### src/design/view_frustum_cull_top_defines.svh
// Assertion macros for the view frustum cull block.
`ifndef VIEW_FRUSTUM_CULL_TOP_DEFINES_SVH
`define VIEW_FRUSTUM_CULL_TOP_DEFINES_SVH
`ifndef SYNTHESIS
`define VFC_ASSERT(label, clk, rst_n, prop) \
	label: assert property (@(posedge clk) disable iff (!rst_n) prop) else $error("assertion failed");
`define VFC_ASSERT_NORST(label, clk, prop) \
	label: assert property (@(posedge clk) prop) else $error("assertion failed");
`else
`define VFC_ASSERT(label, clk, rst_n, prop)
`define VFC_ASSERT_NORST(label, clk, prop)
`endif
`endif

### src/design/vfc_pkg.sv
// Shared types and constants for the view frustum cull block.
package vfc_pkg;
	localparam int NumPlanes = 6;
	localparam int NumCorners = 8;
	localparam int CoordW = 24;
	localparam int CoefW = 36;
	// Product of a 36-bit coefficient and a 24-bit coordinate term, plus headroom.
	localparam int ProdW = 62;
	localparam int SumW = 64;

	localparam logic CmdPoint = 1'b0;
	localparam logic CmdBox = 1'b1;

	typedef logic signed [CoordW-1:0] coord_t;
	typedef logic signed [CoefW-1:0] coef_t;

	typedef struct packed {
		logic cmd;
		coord_t x_min;
		coord_t y_min;
		coord_t z_min;
		coord_t x_max;
		coord_t y_max;
		coord_t z_max;
	} item_t;
endpackage

### src/design/vfc_front.sv
// Front end: accepts items and queues them in a short FIFO.
module vfc_front #(
	parameter int Depth = 4
) (
	input  logic clk,
	input  logic arst_n,
	input  logic in_valid,
	output logic in_ready,
	input  vfc_pkg::item_t in_item,
	output logic q_valid,
	input  logic q_ready,
	output vfc_pkg::item_t q_item
);
	localparam int AW = $clog2(Depth);
	vfc_pkg::item_t mem_q [Depth];
	logic [AW-1:0] wr_q, rd_q;
	logic [AW:0] cnt_q;
	logic push, pop;

	assign in_ready = (cnt_q != (AW+1)'(Depth));
	assign q_valid = (cnt_q != '0);
	assign push = in_valid && in_ready;
	assign pop = q_valid && q_ready;
	assign q_item = mem_q[rd_q];

	always_ff @(posedge clk) begin
		if (push) begin
			mem_q[wr_q] <= in_item;
		end
	end

	always_ff @(posedge clk or negedge arst_n) begin
		if (!arst_n) begin
			wr_q <= '0;
			rd_q <= '0;
			cnt_q <= '0;
		end else begin
			if (push) wr_q <= (wr_q == AW'(Depth-1)) ? '0 : wr_q + 1'b1;
			if (pop) rd_q <= (rd_q == AW'(Depth-1)) ? '0 : rd_q + 1'b1;
			cnt_q <= cnt_q + (AW+1)'(push) - (AW+1)'(pop);
		end
	end
endmodule

### config.mk
export PLATFORM = sky130hd
export DESIGN_NAME = vfc_front
export DESIGN_NICKNAME = d
export VERILOG_FILES = /design/src/design/view_frustum_cull_top_defines.svh /design/src/design/vfc_pkg.sv /design/src/design/vfc_front.sv
export SDC_FILE = /design/constraint.sdc
export NUM_CORES = 1
export LEC_CHECK = 0
export BUFFER_PORTS_ARGS = -buffer_cell sky130_fd_sc_hd__buf_2
export CAP_MARGIN = 20
export CORE_ASPECT_RATIO = 2
export CORE_UTILIZATION = 45
export CTS_CLUSTER_DIAMETER = 60
export DETAILED_ROUTE_END_ITERATION = 10
export PLACE_DENSITY = 0.68
export SYNTH_ARGS = -nofsm -noshare
export SYNTH_HDL_FRONTEND = slang
export SYNTH_SLANG_ARGS = --single-unit
### constraint.sdc
create_clock -name clk -period 3.45 [get_ports clk]
set_input_delay 0.5175 -clock clk [delete_from_list [all_inputs] [get_ports clk]]
set_output_delay 0.5175 -clock clk [all_outputs]
set_load 0.03 [all_outputs]
After elaboration in Yosys (flattened, before gate mapping)
Memory sizes are Yosys's and may differ from the RTL's.
Cells that the tools add are included.
Cells by class
  $add $sub $neg: 4
  reduce and logical (&&, ||, !) cells: 3
  muxes and demuxes: 4
  equality and inequality tests: 3
Operator list (number)
  adder 2 x 1 -> 2 bit, second input constant: 2
  equality test 2 bit, second input constant: 2
  2-to-1 mux 2 bit: 2
  adder 3 x 1 -> 3 bit: 1
  inequality test 3 bit, second input constant: 1
  nonzero test 3 bit: 1
  subtractor 3 x 1 -> 3 bit: 1
  logical AND 1 bit: 2
  2-to-1 mux 1 bit: 2
Word-level totals
  output and inout bits: 147
  memory bits (writable): 580
  register bits: 7
  memories kept: 1
Memories
  mem_q: words 4, width 145, read ports 1, clocked after Yosys merged registers in 0, wr ports 1, RTL line vfc_front.sv:15  | vfc_pkg::item_t mem_q [Depth];

Depth between registers and ports, before layout
Gate-level depths: netlist of run 1.
  depth in word-level cells: 4
  depth in mapped cells: 10

Worst setup path after synthesis of run 1
Ideal clock, no wire load.
  path kind: register to register
  from: register cnt_q[2]
  to: memory mem_q[0][0] (netlist name) (enable)
  arrival: 2521 ps
  path buffers: 0
  data required time: 3009 ps
  setup slack: 489 ps
  cell stages (with the launch flop): 3
  path through: dfrtp_1 -> or3b_4 -> and3_2
On the way
  cells in the longest elaborated chain, start to end: 4
RTL lines
  from (decl): RTL line vfc_front.sv:17  | logic [AW:0] cnt_q;
  from (signal assigned): RTL line vfc_front.sv:40  | cnt_q <= cnt_q + (AW+1)'(push) - (AW+1)'(pop);
  inequality test 3 bit: RTL line vfc_front.sv:20  | assign in_ready = (cnt_q != (AW+1)'(Depth));
  via in_ready: RTL line vfc_front.sv:8  | output logic in_ready,
  logical AND 1 bit: RTL line vfc_front.sv:22  | assign push = in_valid && in_ready;
  2-to-1 mux 1 bit: RTL line vfc_front.sv:27  | if (push) begin
  2-to-1 mux 1 bit (implied by the code): RTL line vfc_front.sv:28  | mem_q[wr_q] <= in_item;
  to (decl): RTL line vfc_front.sv:15
The timed path passes the listed nets, and every way through them passes these cells.

==> results.py, run 1 <==
metrics = {
    "placement": {
        "io_buffers": 295,
        "postPlaceCellArea_mm2": 0.0237,
        "dp_hpwl_mm": 27.1,
        "gp_congestion": 0.722,
    },
    "floorplanning": {
        "placementRows": 112,
        "die_h_um": 310,
        "dieArea_mm2": 0.0484,
        "chipWidth_um": 156,
        "start_util_pct": 45.7,
        "core_area_mm2": 0.0468,
        "io_pins": 296,
    },
    "yosys": {
        "syn_nets": 953,
        "synthCells": 796,
        "synth.top_cell.area_share_pct": 81.5,
        "yosys.area.top_type": "edfxtp_1",
        "synth_warnings": 0,
        "async_flop_share_pct": 1.19,
        "syn-cell-area_mm2": 0.0214,
        "synth.most_common_cell": "edfxtp_1",
        "yosysUniqueCellTypes": 20,
        "synth_edf_count": 580,
        "synth_area_leaders": "edfxtp_1 81%, mux4_2 15%, dfrtp_1 0.82%",
        "synth_ff_type": "edfxtp_1",
        "seq_area_frac_synth_pct": 82.3,
        "avgSynthCellArea_um2": 26.9,
        "ys_ff_latch": 587,
        "synthTopCellsByCount": "580 x edfxtp_1, 145 x mux4_2, 15 x buf_6",
    },
    "timing": {
        "period_share_pct": 89.1,
        "fin_hold_ws_ps": 155,
        "slew_violations": 0,
        "finalHoldViolCount": 0,
        "fin_skew_ps": 14.5,
        "grt_setup_unrepaired": "no",
        "worst_pin_slew_ps": 722,
        "slew_headroom_pct": 51.8,
        "timing.fmax_mhz": 325,
        "setup_tns_ps": 0,
        "finalSetupViolCount": 0,
        "period_needed_ps": 3070,
    },
    "clocking": {
        "holdBufCountCts": 1,
        "cts_sinks": 587,
        "ctsResizeCount": 0,
        "cts_tree": "yes",
        "cts_buffers": 50,
        "insertion_delay_ps": 570,
        "post-cts-setup-buffer-count": 0,
        "cts_buffer_depth": 3,
        "clkTransAtPathRegs_ps": 70,
        "clock_tree.root_cell": "clkbuf_16",
        "htreeDepth": 2,
    },
    "route": {
        "post_drt_wl_per_cell_um": 23.3,
        "drtIter0Drc": 588,
        "wirelength_mm": 42.1,
        "ant_nets": 0,
        "vias_per_cell": 5.25,
        "route.detailed.drc": 0,
        "vias": 9465,
        "firstDrtPassIters": 7,
    },
    "power_and_ir_drop": {
        "p_leak_nw": 8.60,
        "ir_worst_vdd_uv": 643,
        "power_density_mw_per_mm2": 935,
        "power_mw": 23.8,
    },
    "finish": {
        "area_growth_pct": 19.1,
        "drive_gt1_share_pct": 46.9,
        "nets": 1287,
        "fin_area_mm2": 0.0255,
    },
    "hold_path": {
        "hp-start": "in_item[54]",
        "hp-class": "input port to flop",
    },
    "setup_path": {
        "crit_required_ps": 2930,
        "crit_start": "rd_q[0]$_DFFE_PN0P_",
        "path_class": "flop to output pin",
        "reg2reg_from": "cnt_q[1]$_DFF_PN0_",
        "arrival_ps": 2560,
        "crit_path_end_kind": "output pin",
        "start_kind": "flop",
        "crit_fanout": 40,
    },
    "global_routing": {
        "busiest_layer": "met2",
        "grt_max_degree": 66,
        "grt_usage_pct": 17.5,
        "antenna_found_initial": 11,
        "grt_pass1_vias": 10132,
        "grt_pass1_wl_mm": 61.3,
        "overflow": 0,
        "use_met1_pct": 18.3,
        "use_met2_pct": 33.1,
        "grtUsageMet3_pct": 3.64,
    },
    "run_status": {
        "status": "complete, no violations",
    },
    "run": {
        "maxCapViolCount": 0,
    },
}
==> cell usage in the layout, fill, tap and decap left out <==
| master | netlist | layout |
|---|---|---|
| clkinvlp_4 | 0 | 5 |
| buf_2 | 4 | 295 |
| clkinv_4 | 0 | 1 |
| mux2_4 | 2 | 2 |
| inv_8 | 0 | 1 |
| and3_4 | 0 | 4 |
| mux2_2 | 2 | 2 |
| buf_4 | 2 | 5 |
| clkinv_1 | 0 | 10 |
| clkbuf_1 | 5 | 6 |
| dfrtp_1 | 7 | 5 |
| or3_2 | 1 | 1 |
| diode_2 | 0 | 5 |
| edfxtp_1 | 580 | 580 |
| mux4_2 | 145 | 145 |
| and2_4 | 1 | 1 |
| nand2_1 | 1 | 1 |
| inv_1 | 7 | 7 |
| nor2_1 | 2 | 2 |
| ha_1 | 7 | 7 |
| clkbuf_16 | 0 | 53 |
| xnor2_1 | 2 | 2 |
| dlygate4sd3_1 | 0 | 1 |
| dfrtp_4 | 0 | 2 |
| fa_1 | 1 | 1 |
| bufinv_16 | 0 | 7 |
| clkinv_2 | 0 | 10 |
| buf_12 | 0 | 14 |
| or3b_4 | 1 | 1 |
| inv_6 | 0 | 1 |
==> cell type report <==
class                   instances  area, um^2
flip-flops and latches        587       17600
clock buffers                  59        1350
diodes                          5        12.5
well taps                     627         785
inverters                       7        26.3
clock inverters                35         364
repair buffers                315        1800
fillers                      3614       21300
multi-input cells             169        3530
==> worst max-delay path: stages, from the launching register on <==
cell	delay, ps
dfrtp_4	750
buf_12	360
mux4_2	600
buf_2	210
==> stage by stage <==
| stage | setup slack (ps) | util [%] | cells |
|---|---|---|---|
| finish | 377 | 54.4 | 1804 |
| global route | 202 | 54.4 | 1804 |
| CTS | 265 | 54.4 | 1799 |
| detailed placement | 904 | 50.7 | 1704 |
| global placement | 906 | 50.7 | 1704 |
| floorplan | 489 | - | 796 |
==> routing by layer <==
metal	vias up	part of all wire, %
met1	4946	34
met3	101	5.5
met2	293	56
li1	4119	-
met5	-	0.090
met4	6	4.3
==> power breakdown <==
group / total (mW) / internal, mW / switching (mW)
registers: 9.81 / 9.40 / 0.410
clock network: 5.79 / 3.33 / 2.45
logic: 8.20 / 2.94 / 5.26
==> registers in the layout, indices dropped and copies added, names as in the netlist <==
name   cells
wr_q       2
mem_q    580
rd_q       2
cnt_q      3
==> final timing paths <==
kind,slack [ps],depth (start not counted),end
max in group asynchronous,2940,2,rd_q[0]$_DFFE_PN0P_
worst max-delay path,380,3,q_item[112]
min in group asynchronous,320,2,cnt_q[0]$_DFF_PN0_
worst max register to register,1010,10,cnt_q[2]$_DFF_PN0_
worst min register to register,520,1,cnt_q[2]$_DFF_PN0_
worst min-delay path,160,1,mem_q[3][54]$_DFFE_PP_
==> logic make-up (layout without fill, tap and decap cells) <==
logic type / count (synthesis) / count (layout) / synth area share [%]
DFF: 587 / 587 / 82.3
muxes: 149 / 149 / 15.5
buffers and inverters: 40 / 416 / 1.29
and+or+nand+nor: 10 / 10 / 0.322
adders and majority gates: 8 / 8 / 0.503
xor gates and xnor gates: 2 / 2 / 0.0819
other: 0 / 5 / 0
No activity file was read; power rests on OpenSTA's default activity.
==> inputs of run 2 (changes only) <==
--- a/config.mk
+++ b/config.mk
@@ -8,6 +8,7 @@
 export BUFFER_PORTS_ARGS = -buffer_cell sky130_fd_sc_hd__buf_2
 export CAP_MARGIN = 20
 export CORE_ASPECT_RATIO = 2
+export CORE_MARGIN = 2
 export CORE_UTILIZATION = 45
 export CTS_CLUSTER_DIAMETER = 60
 export DETAILED_ROUTE_END_ITERATION = 10
==> results.py, run 2 (synthesized netlist as in run 1, its figures left out) <==
metrics = {
    "route": {
        "vias_per_cell": 5.28,
        "firstDrtPassIters": 4,
        "ant_nets": 0,
        "drtIter0Drc": 683,
        "wirelength_mm": 40.9,
        "vias": 9579,
        "post_drt_wl_per_cell_um": 22.5,
        "route.detailed.drc": 0,
    },
    "clocking": {
        "cts_tree": "yes",
        "clock_tree.root_cell": "clkbuf_16",
        "clkTransAtPathRegs_ps": 70,
        "insertion_delay_ps": 580,
        "post-cts-setup-buffer-count": 0,
        "htreeDepth": 2,
        "cts_buffer_depth": 3,
        "cts_buffers": 50,
        "holdBufCountCts": 1,
        "cts_sinks": 587,
        "ctsResizeCount": 0,
    },
    "power_and_ir_drop": {
        "p_leak_nw": 8.69,
        "ir_worst_vdd_uv": 630,
        "power_mw": 24.1,
        "power_density_mw_per_mm2": 941,
    },
    "finish": {
        "mostFrequentLayoutCells": "580 x edfxtp_1, 295 x buf_2, 145 x mux4_2",
        "n_fill_cell": 3654,
        "largest_reg_flops": 580,
        "multi_input_area_mm2": 0.00353,
        "drive_gt1_share_pct": 47.6,
        "seq_area_mm2": 0.0176,
        "largest-register": "mem_q",
        "area_growth_pct": 19.9,
        "layout_commonest_cell": "edfxtp_1",
        "reg.largest.list": "mem_q (580), cnt_q (3)",
        "nets": 1297,
    },
    "global_routing": {
        "grt_pass1_vias": 10313,
        "grt_pass1_wl_mm": 61.6,
        "antenna_found_initial": 17,
        "overflow": 0,
        "grt_usage_pct": 16.6,
        "grt_max_degree": 67,
    },
    "setup_path": {
        "r2r-end": "cnt_q[2]$_DFF_PN0_",
        "start_kind": "flop",
        "worstPathCellList": "buf_4, mux4_2, buf_2",
        "crit_required_ps": 2930,
        "path_class": "flop to output pin",
        "arrival_ps": 2480,
        "cpPeakStageDelay_ps": 790,
        "rr_worst_depth": 10,
        "crit_slowest_cell": "dfrtp_4",
        "crit_fanout": 25,
        "crit_path_end_kind": "output pin",
        "reg2reg_slack_ps": 990,
        "reg2reg_from": "cnt_q[1]$_DFF_PN0_",
    },
    "timing": {
        "worst_pin_slew_ps": 868,
        "period_share_pct": 86.8,
        "finalHoldViolCount": 0,
        "fin_skew_ps": 18.4,
        "grt_setup_unrepaired": "no",
        "period_needed_ps": 3000,
        "timing.fmax_mhz": 334,
        "slew_violations": 0,
        "slew_headroom_pct": 42.2,
        "setup_tns_ps": 0,
        "finalSetupViolCount": 0,
    },
    "hold_path": {
        "hp-start": "in_item[135]",
        "hp-class": "input port to flop",
        "worstHoldEndpoint": "mem_q[1][135]$_DFFE_PP_",
        "min_path_cells": 1,
    },
    "run": {
        "maxCapViolCount": 0,
    },
    "placement": {
        "io_buffers": 295,
        "dp_hpwl_mm": 25.3,
        "gp_congestion": 0.734,
    },
    "run_status": {
        "status": "complete, no violations",
    },
    "floorplanning": {
        "die_h_um": 312,
        "core_area_mm2": 0.0472,
        "start_util_pct": 45.3,
        "chipWidth_um": 158,
        "placementRows": 113,
        "io_pins": 296,
        "dieArea_mm2": 0.0494,
    },
}
-- run 2: changes by cell type in the layout (fill, tap and decap cells not counted) --
cell / delta
buf_4: +8
buf_12: +2
inv_8: -1
diode_2: -3
bufinv_16: +3
clkinv_8: +1
inv_6: -1
clkinv_1: -3
-- run 2: worst max-delay path by stage --
stage,to,slack [ps],startpoint
2_1_floorplan,mem_q[0][0]$_DFFE_PP_,490,cnt_q[2]$_DFF_PN0_
3_3_place_gp,q_item[7],1040,rd_q[0]$_DFFE_PN0P_
3_5_place_dp,cnt_q[2]$_DFF_PN0_,980,cnt_q[1]$_DFF_PN0_
4_1_cts,q_item[123],350,rd_q[0]$_DFFE_PN0P_
5_1_grt,q_item[123],280,rd_q[0]$_DFFE_PN0P_
6_report,q_item[123],450,rd_q[0]$_DFFE_PN0P_
-- run 2: report_power, final --
part	total [mW]	switching [mW]	internal, mW	leakage (nW)
clock	6.00	2.45	3.55	0.863
sequential	9.83	0.426	9.40	5.39
combinational	8.30	5.25	3.05	2.44
-- run 2: worst max-delay path: cells and delay by family, from the launching register on --
kind	cells	cell delay, ps
muxes	1	550
DFF	1	790
buffers and inverters	2	560
-- run 2: cell type report --
class                   count  area share, %
diodes                      2         0.0195
clock buffers              59           5.26
clock inverters            34           1.71
inverters                   7          0.102
multi-input cells         169           13.8
flip-flops and latches    587           68.6
well taps                 632           3.08
repair buffers            325           7.43
-- run 2: per-stage QoR --
step / cells / util, % / setup slack, ps / hold WS, ps / area (um^2)
2_1_floorplan: 796 / - / 489 / 222 / 21400
5_1_grt: 1813 / 54.3 / 279 / 117 / 25600
3_5_place_dp: 1719 / 50.5 / 976 / 364 / 23800
6_report: 1815 / 54.3 / 454 / 149 / 25600
4_1_cts: 1813 / 54.3 / 350 / 100 / 25600
3_3_place_gp: 1719 / 50.5 / 1040 / 357 / 23800
-- run 2: routing by layer --
layer / share of wire (%) / GRT usage (%) / wire, um
met1: 38 / 21.3 / 15700
met5: 0.59 / 0 / 240
met2: 48 / 26.2 / 19600
met3: 11 / 7.14 / 4470
met4: 2.1 / 4.65 / 861
